**src/rsb_pkg.sv**
```systemverilog
// Shared types and constants for the run-length sprite blitter.
// Used by the channel interfaces and by every module of the block.
`default_nettype none

package rsb_pkg;

	// Default framebuffer geometry.
	localparam int SCREEN_WIDTH_DEF  = 110;
	localparam int SCREEN_HEIGHT_DEF = 88;

	// Field widths of the channels.
	localparam int DATA_W  = 8;
	localparam int ADDR_W  = 14;
	localparam int COLOR_W = 8;
	localparam int CIDX_W  = 3;
	localparam int CDATA_W = 9;

	// Signed working width of screen coordinates, and the widths of the
	// non-negative coordinates of a pixel that is drawn.
	localparam int POS_W  = 12;
	localparam int XPOS_W = 10;
	localparam int YPOS_W = 9;

	// Entries of the queue between front and back.
	localparam int QUEUE_DEPTH = 2;

	typedef enum logic [CIDX_W-1:0] {
		REG_DEST_X    = 3'd0,
		REG_DEST_Y    = 3'd1,
		REG_TRANSP    = 3'd2,
		REG_SUB_X     = 3'd3,
		REG_SUB_Y     = 3'd4,
		REG_SUB_W     = 3'd5,
		REG_SUB_H     = 3'd6
	} cfg_reg_t;

	typedef enum logic [2:0] {
		PH_SIZE   = 3'd0,
		PH_WIDTH  = 3'd1,
		PH_HEIGHT = 3'd2,
		PH_COLOR  = 3'd3,
		PH_COUNT  = 3'd4,
		PH_TICK   = 3'd5,
		PH_DONE   = 3'd6
	} phase_t;

	typedef struct packed {
		logic [8:0] dest_x;
		logic [8:0] dest_y;
		logic [8:0] transp;
		logic [7:0] sub_x;
		logic [7:0] sub_y;
		logic [7:0] sub_w;
		logic [7:0] sub_h;
	} cfg_t;

	// One classified word handed from the front to the back.
	typedef struct packed {
		logic               draw;
		logic [XPOS_W-1:0]  x;
		logic [YPOS_W-1:0]  y;
		logic [COLOR_W-1:0] color;
		logic               need_byte;
		logic               done;
		logic               err;
	} pix_cmd_t;

endpackage

`default_nettype wire

```
**src/rsb_if.sv**
```systemverilog
// Handshake channel interfaces of the sprite blitter: input words, result
// words and configuration writes. Depends on rsb_pkg.
`default_nettype none

interface rsb_item_if import rsb_pkg::*; ();
	logic              valid;
	logic              ready;
	logic              mode;
	logic [DATA_W-1:0] data_byte;

	modport source (output valid, mode, data_byte, input ready);
	modport sink (input valid, mode, data_byte, output ready);
endinterface

interface rsb_result_if import rsb_pkg::*; ();
	logic               valid;
	logic               ready;
	logic               write_enable;
	logic [ADDR_W-1:0]  address;
	logic [COLOR_W-1:0] color;
	logic               need_byte;
	logic               done_res;
	logic               order_error;

	modport source (output valid, write_enable, address, color, need_byte, done_res,
		order_error, input ready);
	modport sink (input valid, write_enable, address, color, need_byte, done_res,
		order_error, output ready);
endinterface

interface rsb_cfg_if import rsb_pkg::*; ();
	logic               valid;
	logic               ready;
	logic [CIDX_W-1:0]  index;
	logic [CDATA_W-1:0] data;

	modport source (output valid, index, data, input ready);
	modport sink (input valid, index, data, output ready);
endinterface

`default_nettype wire

```
**src/rsb_front.sv**
```systemverilog
// Front of the sprite blitter: accepts words, runs the stream decoder and
// the raster walk, and pushes one classified word per item. Uses rsb_pkg.
`default_nettype none

module rsb_front import rsb_pkg::*; #(
	parameter int SCREEN_WIDTH  = SCREEN_WIDTH_DEF,
	parameter int SCREEN_HEIGHT = SCREEN_HEIGHT_DEF
) (
	input  wire logic     clk,
	input  wire logic     arst_n,
	rsb_item_if.sink      items,
	input  wire cfg_t     cfg,
	output logic          push_valid,
	input  wire logic     push_ready,
	output pix_cmd_t      push_data
);

	localparam logic signed [POS_W-1:0] SW_S = POS_W'(SCREEN_WIDTH);
	localparam logic signed [POS_W-1:0] SH_S = POS_W'(SCREEN_HEIGHT);

	phase_t                 ph_q, ph_d;
	logic [7:0]             sw_q, sw_d;
	logic [7:0]             sh_q, sh_d;
	logic [COLOR_W-1:0]     rc_q, rc_d;
	logic [8:0]             rr_q, rr_d;
	logic [7:0]             col_q, col_d;
	logic [7:0]             row_q, row_d;

	logic                   accept;
	logic                   sub_on;
	logic signed [POS_W-1:0] ox, oy, xi, yi, ny;
	logic [8:0]             rr_n;
	logic [8:0]             col_inc, row_inc;
	logic                   transp, outside, draw;

	assign items.ready = push_ready;
	assign push_valid  = items.valid;
	assign accept      = items.valid && push_ready;

	always_ff @(posedge clk or negedge arst_n) begin
		if (!arst_n) begin
			ph_q  <= PH_SIZE;
			sw_q  <= '0;
			sh_q  <= '0;
			rc_q  <= '0;
			rr_q  <= '0;
			col_q <= '0;
			row_q <= '0;
		end else if (accept) begin
			ph_q  <= ph_d;
			sw_q  <= sw_d;
			sh_q  <= sh_d;
			rc_q  <= rc_d;
			rr_q  <= rr_d;
			col_q <= col_d;
			row_q <= row_d;
		end
	end

	always_comb begin
		sub_on  = (cfg.sub_w != '0) && (cfg.sub_h != '0);
		ox      = {{(POS_W-9){cfg.dest_x[8]}}, cfg.dest_x}
			- (sub_on ? {{(POS_W-8){1'b0}}, cfg.sub_x} : POS_W'(0));
		oy      = {{(POS_W-9){cfg.dest_y[8]}}, cfg.dest_y}
			- (sub_on ? {{(POS_W-8){1'b0}}, cfg.sub_y} : POS_W'(0));
		xi      = ox + {{(POS_W-8){1'b0}}, col_q};
		yi      = oy + {{(POS_W-8){1'b0}}, row_q};
		rr_n    = rr_q - ((rr_q != '0) ? 9'd1 : 9'd0);
		col_inc = {1'b0, col_q} + 9'd1;
		row_inc = {1'b0, row_q} + 9'd1;
		ny      = oy + {{(POS_W-9){1'b0}}, row_inc};
		// A negative transparent color never matches an 8-bit color.
		transp  = ({1'b0, rc_q} == cfg.transp);
		outside = (col_q < cfg.sub_x)
			|| ({1'b0, col_q} >= ({1'b0, cfg.sub_x} + {1'b0, cfg.sub_w}))
			|| (row_q < cfg.sub_y)
			|| ({1'b0, row_q} >= ({1'b0, cfg.sub_y} + {1'b0, cfg.sub_h}));
		draw    = !xi[POS_W-1] && !yi[POS_W-1] && !(xi >= SW_S) && !transp
			&& !(sub_on && outside);

		ph_d  = ph_q;
		sw_d  = sw_q;
		sh_d  = sh_q;
		rc_d  = rc_q;
		rr_d  = rr_q;
		col_d = col_q;
		row_d = row_q;
		push_data = '0;

		if (!items.mode) begin
			unique case (ph_q)
				PH_SIZE, PH_DONE: begin
					ph_d = PH_WIDTH;
				end
				PH_WIDTH: begin
					sw_d = items.data_byte;
					ph_d = PH_HEIGHT;
				end
				PH_HEIGHT: begin
					sh_d  = items.data_byte;
					col_d = '0;
					row_d = '0;
					if (sw_q == '0 || items.data_byte == '0 || oy >= SH_S) begin
						ph_d = PH_DONE;
					end else begin
						ph_d = PH_COLOR;
					end
				end
				PH_COLOR: begin
					rc_d = items.data_byte;
					ph_d = PH_COUNT;
				end
				PH_COUNT: begin
					rr_d = (items.data_byte == '0) ? 9'd1 : {1'b0, items.data_byte};
					ph_d = PH_TICK;
				end
				default: begin
					push_data.err = 1'b1;
				end
			endcase
		end else if (ph_q != PH_TICK) begin
			push_data.err = 1'b1;
		end else begin
			rr_d = rr_n;
			if (draw) begin
				push_data.draw  = 1'b1;
				push_data.x     = xi[XPOS_W-1:0];
				push_data.y     = yi[YPOS_W-1:0];
				push_data.color = rc_q;
			end
			if (col_inc >= {1'b0, sw_q}) begin
				col_d = '0;
				row_d = row_inc[7:0];
				if (row_inc >= {1'b0, sh_q} || ny >= SH_S) begin
					ph_d = PH_DONE;
				end
			end else begin
				col_d = col_inc[7:0];
			end
			if (ph_d == PH_TICK && rr_n == '0) begin
				ph_d = PH_COLOR;
			end
		end

		push_data.need_byte = (ph_d != PH_TICK);
		push_data.done      = (ph_d == PH_DONE);
	end

endmodule

`default_nettype wire

```
**src/rsb_queue.sv**
```systemverilog
// Short queue of classified words between front and back of the sprite
// blitter. Uses rsb_pkg for the word type and the depth.
`default_nettype none

module rsb_queue import rsb_pkg::*; (
	input  wire logic     clk,
	input  wire logic     arst_n,
	input  wire logic     push_valid,
	output logic          push_ready,
	input  wire pix_cmd_t push_data,
	output logic          pop_valid,
	input  wire logic     pop_ready,
	output pix_cmd_t      pop_data
);

	localparam int PTR_W = (QUEUE_DEPTH > 1) ? $clog2(QUEUE_DEPTH) : 1;
	localparam int CNT_W = $clog2(QUEUE_DEPTH + 1);

	pix_cmd_t           mem_q [QUEUE_DEPTH];
	logic [PTR_W-1:0]   wr_q, rd_q;
	logic [CNT_W-1:0]   cnt_q;
	logic               push, pop;

	assign push_ready = (cnt_q != CNT_W'(QUEUE_DEPTH));
	assign pop_valid  = (cnt_q != '0);
	assign pop_data   = mem_q[rd_q];
	assign push       = push_valid && push_ready;
	assign pop        = pop_valid && pop_ready;

	always_ff @(posedge clk) begin
		if (push) begin
			mem_q[wr_q] <= push_data;
		end
	end

	always_ff @(posedge clk or negedge arst_n) begin
		if (!arst_n) begin
			wr_q  <= '0;
			rd_q  <= '0;
			cnt_q <= '0;
		end else begin
			if (push) begin
				wr_q <= (wr_q == PTR_W'(QUEUE_DEPTH - 1)) ? '0 : wr_q + PTR_W'(1);
			end
			if (pop) begin
				rd_q <= (rd_q == PTR_W'(QUEUE_DEPTH - 1)) ? '0 : rd_q + PTR_W'(1);
			end
			unique case ({push, pop})
				2'b10:   cnt_q <= cnt_q + CNT_W'(1);
				2'b01:   cnt_q <= cnt_q - CNT_W'(1);
				default: cnt_q <= cnt_q;
			endcase
		end
	end

endmodule

`default_nettype wire

```
**src/rsb_back.sv**
```systemverilog
// Back of the sprite blitter: takes classified words from the queue, forms
// the framebuffer address and holds the result word. Uses rsb_pkg.
`default_nettype none

module rsb_back import rsb_pkg::*; #(
	parameter int SCREEN_WIDTH = SCREEN_WIDTH_DEF
) (
	input  wire logic     clk,
	input  wire logic     arst_n,
	input  wire logic     pop_valid,
	output logic          pop_ready,
	input  wire pix_cmd_t pop_data,
	rsb_result_if.source  results
);

	localparam logic [ADDR_W-1:0] SW_A = ADDR_W'(SCREEN_WIDTH);

	logic               valid_q;
	logic               we_q;
	logic [ADDR_W-1:0]  addr_q;
	logic [COLOR_W-1:0] color_q;
	logic               need_q, done_q, err_q;
	logic [ADDR_W-1:0]  addr_d;
	logic               load;

	// Only the low address bits are kept, so the product is formed modulo
	// the address range.
	assign addr_d    = ADDR_W'(pop_data.x) + ADDR_W'(ADDR_W'(pop_data.y) * SW_A);
	assign pop_ready = !valid_q || results.ready;
	assign load      = pop_valid && pop_ready;

	always_ff @(posedge clk or negedge arst_n) begin
		if (!arst_n) begin
			valid_q <= 1'b0;
		end else if (pop_ready) begin
			valid_q <= pop_valid;
		end
	end

	always_ff @(posedge clk) begin
		if (load) begin
			we_q    <= pop_data.draw;
			addr_q  <= addr_d;
			color_q <= pop_data.color;
			need_q  <= pop_data.need_byte;
			done_q  <= pop_data.done;
			err_q   <= pop_data.err;
		end
	end

	assign results.valid        = valid_q;
	assign results.write_enable = we_q;
	assign results.address      = addr_q;
	assign results.color        = color_q;
	assign results.need_byte    = need_q;
	assign results.done_res     = done_q;
	assign results.order_error  = err_q;

endmodule

`default_nettype wire

```
**src/rle_sprite_blitter.sv**
```systemverilog
// Run-length sprite blitter: decodes a stream of sprite bytes and pixel ticks
// into framebuffer writes. It takes one word per clock cycle while the queue
// has room; each word yields exactly one result word via the queue and the
// output register when the output side is ready. The front decodes and walks
// the raster in the accept cycle, a two-entry queue follows, and the back
// forms the address (one constant multiply and add) into the output register.
// Word order decides behavior: size, width, height, then color and count
// pairs, with one tick per pixel slot of a run. Configuration writes are
// taken in any cycle and act on the next word; they belong to idle periods.
// Depends on rsb_pkg, rsb_if, rsb_front, rsb_queue and rsb_back.
`default_nettype none

module rle_sprite_blitter import rsb_pkg::*; #(
	parameter int SCREEN_WIDTH  = SCREEN_WIDTH_DEF,
	parameter int SCREEN_HEIGHT = SCREEN_HEIGHT_DEF
) (
	input  wire logic     clk,
	input  wire logic     arst_n,
	rsb_item_if.sink      items,
	rsb_result_if.source  results,
	rsb_cfg_if.sink       cfg
);

	cfg_t     cfg_q;
	logic     push_valid, push_ready, pop_valid, pop_ready;
	pix_cmd_t push_data, pop_data;

	assign cfg.ready = 1'b1;

	always_ff @(posedge clk or negedge arst_n) begin
		if (!arst_n) begin
			cfg_q.dest_x <= '0;
			cfg_q.dest_y <= '0;
			cfg_q.transp <= '1;
			cfg_q.sub_x  <= '0;
			cfg_q.sub_y  <= '0;
			cfg_q.sub_w  <= '0;
			cfg_q.sub_h  <= '0;
		end else if (cfg.valid) begin
			unique case (cfg.index)
				REG_DEST_X: cfg_q.dest_x <= cfg.data;
				REG_DEST_Y: cfg_q.dest_y <= cfg.data;
				REG_TRANSP: cfg_q.transp <= cfg.data;
				REG_SUB_X:  cfg_q.sub_x  <= cfg.data[7:0];
				REG_SUB_Y:  cfg_q.sub_y  <= cfg.data[7:0];
				REG_SUB_W:  cfg_q.sub_w  <= cfg.data[7:0];
				REG_SUB_H:  cfg_q.sub_h  <= cfg.data[7:0];
				default:    cfg_q        <= cfg_q;
			endcase
		end
	end

	rsb_front #(
		.SCREEN_WIDTH  (SCREEN_WIDTH),
		.SCREEN_HEIGHT (SCREEN_HEIGHT)
	) u_front (
		.clk        (clk),
		.arst_n     (arst_n),
		.items      (items),
		.cfg        (cfg_q),
		.push_valid (push_valid),
		.push_ready (push_ready),
		.push_data  (push_data)
	);

	rsb_queue u_queue (
		.clk        (clk),
		.arst_n     (arst_n),
		.push_valid (push_valid),
		.push_ready (push_ready),
		.push_data  (push_data),
		.pop_valid  (pop_valid),
		.pop_ready  (pop_ready),
		.pop_data   (pop_data)
	);

	rsb_back #(
		.SCREEN_WIDTH (SCREEN_WIDTH)
	) u_back (
		.clk       (clk),
		.arst_n    (arst_n),
		.pop_valid (pop_valid),
		.pop_ready (pop_ready),
		.pop_data  (pop_data),
		.results   (results)
	);

	// A pixel write never comes from a misordered word.
	a_write_not_error: assert property (@(posedge clk) disable iff (!arst_n)
		results.valid && results.write_enable |-> !results.order_error)
		else $error("write flagged as order error");

	// A finished frame always waits for stream bytes.
	a_done_needs_byte: assert property (@(posedge clk) disable iff (!arst_n)
		results.valid && results.done_res |-> results.need_byte)
		else $error("done without need_byte");

	// Words without a write carry a zero address and color.
	a_idle_zero: assert property (@(posedge clk) disable iff (!arst_n)
		results.valid && !results.write_enable |->
			results.address == '0 && results.color == '0)
		else $error("nonzero payload without write");

	// A word accepted into an empty pipeline shows up once it has passed the queue and the output register.
	a_latency: assert property (@(posedge clk) disable iff (!arst_n)
		items.valid && items.ready && !pop_valid && !results.valid
			|=> ##1 results.valid)
		else $error("result missing after accepted word");

endmodule

`default_nettype wire
```
**src/flat_wrapper.sv**
```systemverilog
// flat-port wrapper written by rule: the top's interface ports become plain ports
module rle_sprite_blitter_flat import rsb_pkg::*;
#(
	parameter int SCREEN_WIDTH  = SCREEN_WIDTH_DEF,
	parameter int SCREEN_HEIGHT = SCREEN_HEIGHT_DEF
)
  (clk, arst_n, items_valid, items_mode, items_data_byte, items_ready, results_valid, results_write_enable, results_address, results_color, results_need_byte, results_done_res, results_order_error, results_ready, cfg_valid, cfg_index, cfg_data, cfg_ready);
  rsb_item_if items_i ();
  rsb_result_if results_i ();
  rsb_cfg_if cfg_i ();
  input  wire logic clk;
  input  wire logic arst_n;
  input wire logic [$bits(items_i.valid)-1:0] items_valid;
  input wire logic [$bits(items_i.mode)-1:0] items_mode;
  input wire logic [$bits(items_i.data_byte)-1:0] items_data_byte;
  output wire logic [$bits(items_i.ready)-1:0] items_ready;
  output wire logic [$bits(results_i.valid)-1:0] results_valid;
  output wire logic [$bits(results_i.write_enable)-1:0] results_write_enable;
  output wire logic [$bits(results_i.address)-1:0] results_address;
  output wire logic [$bits(results_i.color)-1:0] results_color;
  output wire logic [$bits(results_i.need_byte)-1:0] results_need_byte;
  output wire logic [$bits(results_i.done_res)-1:0] results_done_res;
  output wire logic [$bits(results_i.order_error)-1:0] results_order_error;
  input wire logic [$bits(results_i.ready)-1:0] results_ready;
  input wire logic [$bits(cfg_i.valid)-1:0] cfg_valid;
  input wire logic [$bits(cfg_i.index)-1:0] cfg_index;
  input wire logic [$bits(cfg_i.data)-1:0] cfg_data;
  output wire logic [$bits(cfg_i.ready)-1:0] cfg_ready;
  assign items_i.valid = items_valid;
  assign items_i.mode = items_mode;
  assign items_i.data_byte = items_data_byte;
  assign items_ready = items_i.ready;
  assign results_valid = results_i.valid;
  assign results_write_enable = results_i.write_enable;
  assign results_address = results_i.address;
  assign results_color = results_i.color;
  assign results_need_byte = results_i.need_byte;
  assign results_done_res = results_i.done_res;
  assign results_order_error = results_i.order_error;
  assign results_i.ready = results_ready;
  assign cfg_i.valid = cfg_valid;
  assign cfg_i.index = cfg_index;
  assign cfg_i.data = cfg_data;
  assign cfg_ready = cfg_i.ready;
  rle_sprite_blitter #(.SCREEN_WIDTH(SCREEN_WIDTH), .SCREEN_HEIGHT(SCREEN_HEIGHT)) u_core (.clk(clk), .arst_n(arst_n), .items(items_i), .results(results_i), .cfg(cfg_i));
endmodule
```
**config.mk**
```make
export PLATFORM = sky130hd
export DESIGN_NAME = rle_sprite_blitter_flat
export DESIGN_NICKNAME = d
export VERILOG_FILES = /design/src/rsb_pkg.sv /design/src/rsb_if.sv /design/src/rsb_front.sv /design/src/rsb_queue.sv /design/src/rsb_back.sv /design/src/rle_sprite_blitter.sv /design/src/flat_wrapper.sv
export SDC_FILE = /design/constraint.sdc
export NUM_CORES = 1
export LEC_CHECK = 0
export BUFFER_PORTS_ARGS = -buffer_cell sky130_fd_sc_hd__clkbuf_2
export CORE_MARGIN = 1
export CORE_UTILIZATION = 57
export CTS_BUF_LIST = sky130_fd_sc_hd__clkbuf_4 sky130_fd_sc_hd__clkbuf_8 sky130_fd_sc_hd__clkbuf_16
export CTS_CLUSTER_DIAMETER = 40
export DETAILED_ROUTE_END_ITERATION = 8
export GPL_ROUTABILITY_DRIVEN = 0
export MAX_ROUTING_LAYER = met4
export PLACE_DENSITY_LB_ADDON = 0.08
export RECOVER_POWER = 50
export SYNTH_ARGS = -nofsm -noshare
export SYNTH_HDL_FRONTEND = slang
export SYNTH_SLANG_ARGS = --single-unit
```
**constraint.sdc**
```tcl
create_clock -name clk -period 5.3 [get_ports clk]
set_input_delay 0.265 -clock clk [delete_from_list [all_inputs] [get_ports clk]]
set_output_delay 0.265 -clock clk [all_outputs]
set_load 0.01 [all_outputs]
```
==> out/results.txt, run 1 <==
status: complete, but fails checks
share of flip-flops with an asynchronous set or reset after synthesis: 56.9%
Final min period: 5.09 ns
final HPWL from detailed placement: 21.7 mm
IO Pins: 55
number of antenna diodes: 0
largest fanout of any net on the critical path: 5
unique cell type count in the Yosys netlist: 75
number of cell rows: 55
number of max-cap violations: 4
DRT Wirelength: 29.4 mm
GR Overflow Total: 0
WHS: 0.0582 ns
maximum number of pins on one net before global-route repair: 58
placeable core region: 22800 um^2
Syn. warnings: 0
Pre-Repair DR Iteration Count: 5
GR met2 Demand/Resource: 43.5%
Worst Hold Depth: 2
synthesized netlist cell count: 1229
Num Clock Sinks: 204
nets: 1518
worst slack at placement: 0.0142 ns
cell area after synthesis: 13400 um^2
clock skew after layout: 0.0340 ns
number of buffers between clock root and the deepest sink: 3
layer carrying the most global-route usage: met2
vias post-DR: 9207
cells on worst reg2reg path: 20
iteration-0 DRC count of the detailed router: 382
number of H-tree levels: 2
Worst R2R Start: u_core.cfg_q[9]$_DFFE_PN0P_
Final Max Tran Viols: 105
wire length of the first global-routing pass: 47.2 mm
met3 routing resource usage after global routing: 4.23%
slew at the pin closest to its max-slew limit: 1.82 ns
Worst-Skew Late Latency: 0.52 ns
met1 track demand over resource: 31.9%
share of post-route cells with drive strength above 1: 18.0%
ANT nets after route: 0
routed wire length per instance: 17.6 um
total CTS buffers: 34
number of flops mapped to enable cells by yosys: 88
hold-critical path endpoint: u_core.u_front.rc_q[6]$_DFFE_PN0P_
endpoints failing setup: 0
die extent in x: 155 um
Post-Synthesis Mean Instance Area: 10.9 um^2
launch instance of the worst min-delay path: items_data_byte[6]
clock slew at reported path FFs: 0.06 ns
initial antenna violation count: 0
violated checks: max-capacitance violations, max-slew violations
capture point of the worst reg-to-reg path: u_core.u_queue.mem_q[0][2]$_DFFE_PP_
data arrival time of the critical path: 5.33 ns
number of flip-flops and latches in the synthesized netlist: 204
endpoint class of the critical path: flop
number of buffer cells added on primary ports: 53
buffer type at the clock tree root: clkbuf_16
most instantiated flip-flop cell in the synthesis netlist: dfrtp_1
critical path class: reg -> reg
Total Neg Setup Slack: 0 ns
post-detailed-route DRC marker count: 0
initial core utilization: 58.5%
via count of the first global-routing pass: 9277
Critical Path Source Type: flop
data required time of the critical path: 5.55 ns
Total GRT Usage: 26.2%
share of the clock period used by the worst path after layout: 96.0%
crit path launch: u_core.cfg_q[9]$_DFFE_PN0P_
max_slew headroom: -21.6%
Chip Height: 155 um
vias per inst: 5.54
CTS tree: built
Final WS setup: 0.213 ns
sequential area share after synthesis: 41.6%
layout overhead on the synthesized area: 15.1%
final hold violations: 0
die area: 24100 um^2
worst setup slack for register-to-register paths: 0.21 ns
timing-limited maximum frequency: 0.197 GHz
path type of the worst min-delay path: in -> reg
-- cells by family after synthesis --
kind of cell	synth area share, %
AO/OA/AOI/OAI	12.2
XOR/XNOR	4.91
adder cells (fa/ha/maj)	17.6
buffers and inverters	4.97
flip-flops	41.6
multiplexers	8.43
other	0.0562
AND/OR/NAND/NOR	10.2
-- placed cells by master, fill, tap and decap left out, types with 5 or more instances in the layout --
cell	n
dfstp_2	9
mux2_2	90
clkbuf_4	5
nor3_1	12
nand2_1	73
o21ai_0	65
a21o_1	36
nor2b_1	15
fa_1	33
a21oi_1	47
xnor2_1	51
clkbuf_1	35
clkbuf_2	24
o21bai_1	14
edfxtp_1	88
nand2b_1	16
and2_1	26
ha_1	132
nand3_1	24
xor2_1	22
inv_1	150
nor4_1	10
nor3b_1	8
buf_4	19
o21a_1	7
dfrtp_1	107
nor2_1	39
o22ai_1	7
conb_1	7
inv_6	5
mux2i_1	8
and3_1	10
clkbuf_16	34
-- per-layer routing --
layer	up-vias	wire length, um
met3	72	1180
met2	192	14200
met4	0	1050
met5	-	0
met1	4425	12900
li1	4518	-
-- through the flow --
step / cells / utilization (%) / area [um^2]
finish: 1663 / 67.4 / 15400
global route: 1663 / 67.4 / 15400
CTS: 1659 / 67.1 / 15300
detailed placement: 1597 / 61.9 / 14100
global placement: 1597 / 61.9 / 14100
floorplan: 1234 / - / 13400
-- flip-flops by register name, indices dropped and copies added, names as in the netlist, 2 cells and up --
name and flops:
u_core.u_front.row_q 8, u_core.cfg_q 59, u_core.u_front.rc_q 8, u_core.u_front.rr_q 9, u_core.u_queue.mem_q 62, u_core.u_front.sw_q 8
u_core.u_front.ph_q 3, u_core.u_queue.cnt_q 2, u_core.u_front.col_q 8, u_core.u_back.results.color 8, u_core.u_front.sh_q 8, u_core.u_back.results.address 14
-- worst max-delay path: stages, from the launching register on --
cell and delay (ns):
dfrtp_1 0.42, or4_4 0.56, nor2_2 0.14, a21oi_2 0.08, and2_1 0.19, ha_1 0.19
nand2b_2 0.22, a21oi_2 0.15, xor2_1 0.20, ha_1 0.30, a21oi_2 0.15, a21boi_0 0.09
buf_4 0.15, o41ai_4 0.24, o221ai_2 0.18, maj3_2 0.37, a2111oi_4 0.45, nor3_2 0.13
and3_4 0.22, a211oi_4 0.25, nand4bb_1 0.15
-- final cells by class --
type,instances,area [um^2]
Fill cell,1811,7460
Multi-Input combinational cell,854,7280
Sequential cell,204,5560
Clock buffer,42,930
Inverter,150,563
Timing Repair Buffer,82,430
Tap cell,313,392
Clock inverter,18,236
-- synthesized netlist by cell type, types with 10 or more instances --
master	count	area, um^2
inv_1	150	563
ha_1	133	1660
dfrtp_1	107	2680
mux2_2	91	1020
edfxtp_1	88	2640
nand2_1	73	274
o21ai_0	67	335
xnor2_1	53	464
a21oi_1	52	260
nor2_1	41	154
a21o_1	36	270
fa_1	33	661
and2_1	26	163
nand3_1	24	120
clkbuf_1	22	82.6
xor2_1	22	193
nand2b_1	17	106
nor2b_1	15	93.8
o21bai_1	14	105
nor3_1	13	65.1
and3_1	10	62.6
nor4_1	10	62.6
-- how the worst max path moves through the flow --
| stage | end | slack (ns) | cells after the start |
|---|---|---|---|
| floorplan | u_core.u_back.results.address[13]$_DFFE_PP_ | 0.06 | 21 |
| global placement | u_core.u_queue.mem_q[1][15]$_DFFE_PP_ | 0.17 | 19 |
| detailed placement | u_core.u_queue.mem_q[0][1]$_DFFE_PP_ | 0.01 | 22 |
| CTS | u_core.u_queue.mem_q[0][1]$_DFFE_PP_ | 0.01 | 22 |
| global route | u_core.u_queue.mem_q[1][2]$_DFFE_PP_ | -0.09 | 20 |
| finish | u_core.u_queue.mem_q[0][2]$_DFFE_PP_ | 0.21 | 20 |
-- timing repair --
item | in CTS | in global routing
hold buffers | 2 | 0
buffers inserted | 0 | 3
resized for setup | 0 | 26
hold endpoints to repair | 30 | 0
setup endpoints to repair | 0 | 56
Power of run 1 is left out: the tool's default activity adds up to more than one toggle a clock period on the data nets, which glitch-free logic cannot reach.
==> inputs of run 2 (changes only) <==
Settings changed: PLACE_DENSITY set to 0.88, PLACE_DENSITY_LB_ADDON 0.08 to unset.
==> run 2 against run 1 <==
Effect of this change:
- the flow still finishes with violations (max-capacitance violations, max-slew violations)
- sequential share of layout area up 0.54 points
- final area decreased by 1.5%
- non-clock buffer count down 3
- highest routed layer unchanged
==> out/results.txt, run 2 (synthesis gave the netlist of run 1 again) <==
status: complete, but fails checks
violated checks: max-capacitance violations, max-slew violations
iteration-0 DRC count of the detailed router: 706 (+85%)
routed wire length per instance: 18.3 um (+3.9%)
max_slew headroom: -108% (-86 points)
slew at the pin closest to its max-slew limit: 3.11 ns (+1.29 ns)
final core occ: 66.4% (-0.99 points)
leading cell type in the layout, fill and taps excluded: inv_1
data arrival time of the critical path: 5.45 ns (+0.12 ns)
Total GRT Usage: 26.0% (-0.16 points)
Worst Hold Depth: 2 (unchanged)
DRT Wirelength: 30.3 mm (+3.2%)
Pre-Repair DR Iteration Count: 7 (+2)
number of buffer cells added on primary ports: 53 (unchanged)
placeable core region: 22800 um^2 (unchanged)
clock skew after layout: 0.00876 ns (-0.0252 ns)
Critical path buffers and inverters: 3 (+2)
post-route cell area: 15200 um^2 (-1.5%)
number of cell rows: 55 (unchanged)
buffer type at the clock tree root: clkbuf_16
share of post-route cells with drive strength above 1: 17.5% (-0.46 points)
Critical Path Source Type: flop
CTS tree: built
die area: 24100 um^2 (unchanged)
ANT nets after route: 0 (unchanged)
timing-limited maximum frequency: 0.192 GHz (-2.1%)
critical path depth: 22 (+10%)
data required time of the critical path: 5.55 ns (about the same)
number of antenna diodes: 0 (unchanged)
final HPWL from detailed placement: 21.5 mm (-1.0%)
cell type group with the largest total delay on the critical path: simple AND/OR/NAND/NOR gates
wire length of the first global-routing pass: 48.2 mm (+2.1%)
critical path class: reg -> reg
Worst-Skew Late Latency: 0.54 ns (+0.02 ns)
cell type of the slowest stage on the worst timing path: or4_1
Num Clock Sinks: 204 (unchanged)
path type of the worst min-delay path: in -> reg
number of buffers between clock root and the deepest sink: 3 (unchanged)
Final min period: 5.20 ns (+0.109 ns)
layout overhead on the synthesized area: 13.5%
GR Overflow Total: 0 (unchanged)
fillcell total: 1649 (-8.9%)
vias per inst: 5.86 (+5.9%)
most used cells in the layout excluding fill and tap cells: 150 x inv_1, 132 x ha_1, 107 x dfrtp_1, 88 x mux2_2, 88 x edfxtp_1
Final Max Tran Viols: 180 (+71%)
Chip Height: 155 um (unchanged)
vias post-DR: 9689 (+5.2%)
total CTS buffers: 29 (-15%)
endpoint class of the critical path: flop
max reg flops: 62 (unchanged)
via count of the first global-routing pass: 9697 (+4.5%)
IO Pins: 55 (unchanged)
post-detailed-route DRC marker count: 0 (unchanged)
worst stage delay on the critical path: 0.58 ns (+0.02 ns)
clock slew at reported path FFs: 0.06 ns (about the same)
nets: 1510 (-0.53%)
initial antenna violation count: 0 (unchanged)
largest fanout of any net on the critical path: 6 (+1)
number of H-tree levels: 1 (-1)
worst slack at placement: -0.136 ns (-0.150 ns)
maximum number of pins on one net before global-route repair: 64 (+10%)
Most flops, register: u_core.u_queue.mem_q
initial core utilization: 58.5% (unchanged)
number of max-cap violations: 4 (unchanged)
die extent in x: 155 um (unchanged)
share of the clock period used by the worst path after layout: 98.0% (+2.1 points)
WHS: 0.0581 ns (-0.000138 ns)
cells on worst reg2reg path: 22 (+10%)
Final WS setup: 0.105 ns (-0.109 ns)
endpoints failing setup: 0 (unchanged)
Cell Chain, Critical Path: or4_1 > nor2_4 > a21oi_4 > and2_1 > ha_1 > inv_1 > fa_1 > a211oi_2 > nor2_1 > xnor2_1 > ha_1 > buf_4 > a21boi_2 > o41ai_4 > o221ai_2 > maj3_2 > a2111oi_4 > nor3_2 > and3_4 > a211oi_4 > buf_4 > a311oi_2
cell area reported after detailed placement: 14100 um^2 (-0.25%)
final hold violations: 0 (unchanged)
[run 2: layer usage]
layer	global-route usage [%]	share of wire, %	vias up
li1	-	-	4497
met1	30.9	41	4750
met2	44.7	49	350
met3	4.40	6.2	92
met4	9.10	3.7	0
met5	-	0	-
[run 2: timing repair]
item / 4_1_cts / 5_1_grt
hold buffers: 2 / 0
setup endpoints to repair: 4 / 55
pin swaps: 0 / 4
gates resized for setup: 3 / 30
gates cloned: 0 / 1
setup buffers: 1 / 3
endpoints found under the hold margin: 54 / 0
[run 2: worst register-to-register path: stages, from the launching register on]
cell       delay [ns]
dfrtp_1          0.39
or4_1            0.58
nor2_4           0.17
a21oi_4          0.07
and2_1           0.20
ha_1             0.20
inv_1            0.07
fa_1             0.21
a211oi_2         0.10
nor2_1           0.19
xnor2_1          0.18
ha_1             0.31
buf_4            0.15
a21boi_2         0.18
o41ai_4          0.25
o221ai_2         0.21
maj3_2           0.37
a2111oi_4        0.37
nor3_2           0.10
and3_4           0.21
a211oi_4         0.21
buf_4            0.15
a311oi_2         0.04
[run 2: area by class of cell]
class | instances | area, um^2 | share of cell area, %
tap | 313 | 392 | 2.58
inverter | 150 | 563 | 3.71
clock buffer | 38 | 823 | 5.43
clock inverter | 15 | 114 | 0.751
timing repair buffer | 79 | 409 | 2.70
sequential | 204 | 5560 | 36.6
multi-input combinational | 854 | 7310 | 48.2
[run 2: worst paths after layout]
kind | from | to | slack (ns)
max | u_core.cfg_q[12]$_DFFE_PN0P_ | u_core.u_queue.mem_q[0][1]$_DFFE_PP_ | 0.10
min | items_data_byte[4] | u_core.u_front.sw_q[4]$_DFFE_PN0P_ | 0.06
max reg2reg | u_core.cfg_q[12]$_DFFE_PN0P_ | u_core.u_queue.mem_q[0][1]$_DFFE_PP_ | 0.10
min reg2reg | u_core.u_queue.cnt_q[1]$_DFFE_PN0P_ | u_core.u_queue.cnt_q[1]$_DFFE_PN0P_ | 0.50
max in group asynchronous | arst_n | u_core.cfg_q[14]$_DFFE_PN0P_ | 1.18
min in group asynchronous | arst_n | u_core.u_back.results.valid$_DFFE_PN0N_ | 1.30
[run 2: through the flow]
step / cells / setup TNS [ns]
finish: 1653 / 0
global route: 1653 / -0.387
CTS: 1649 / 0
detailed placement: 1593 / -0.499
global placement: 1593 / 0
floorplan: 1234 / 0
Power of run 2 is left out for the same reason.
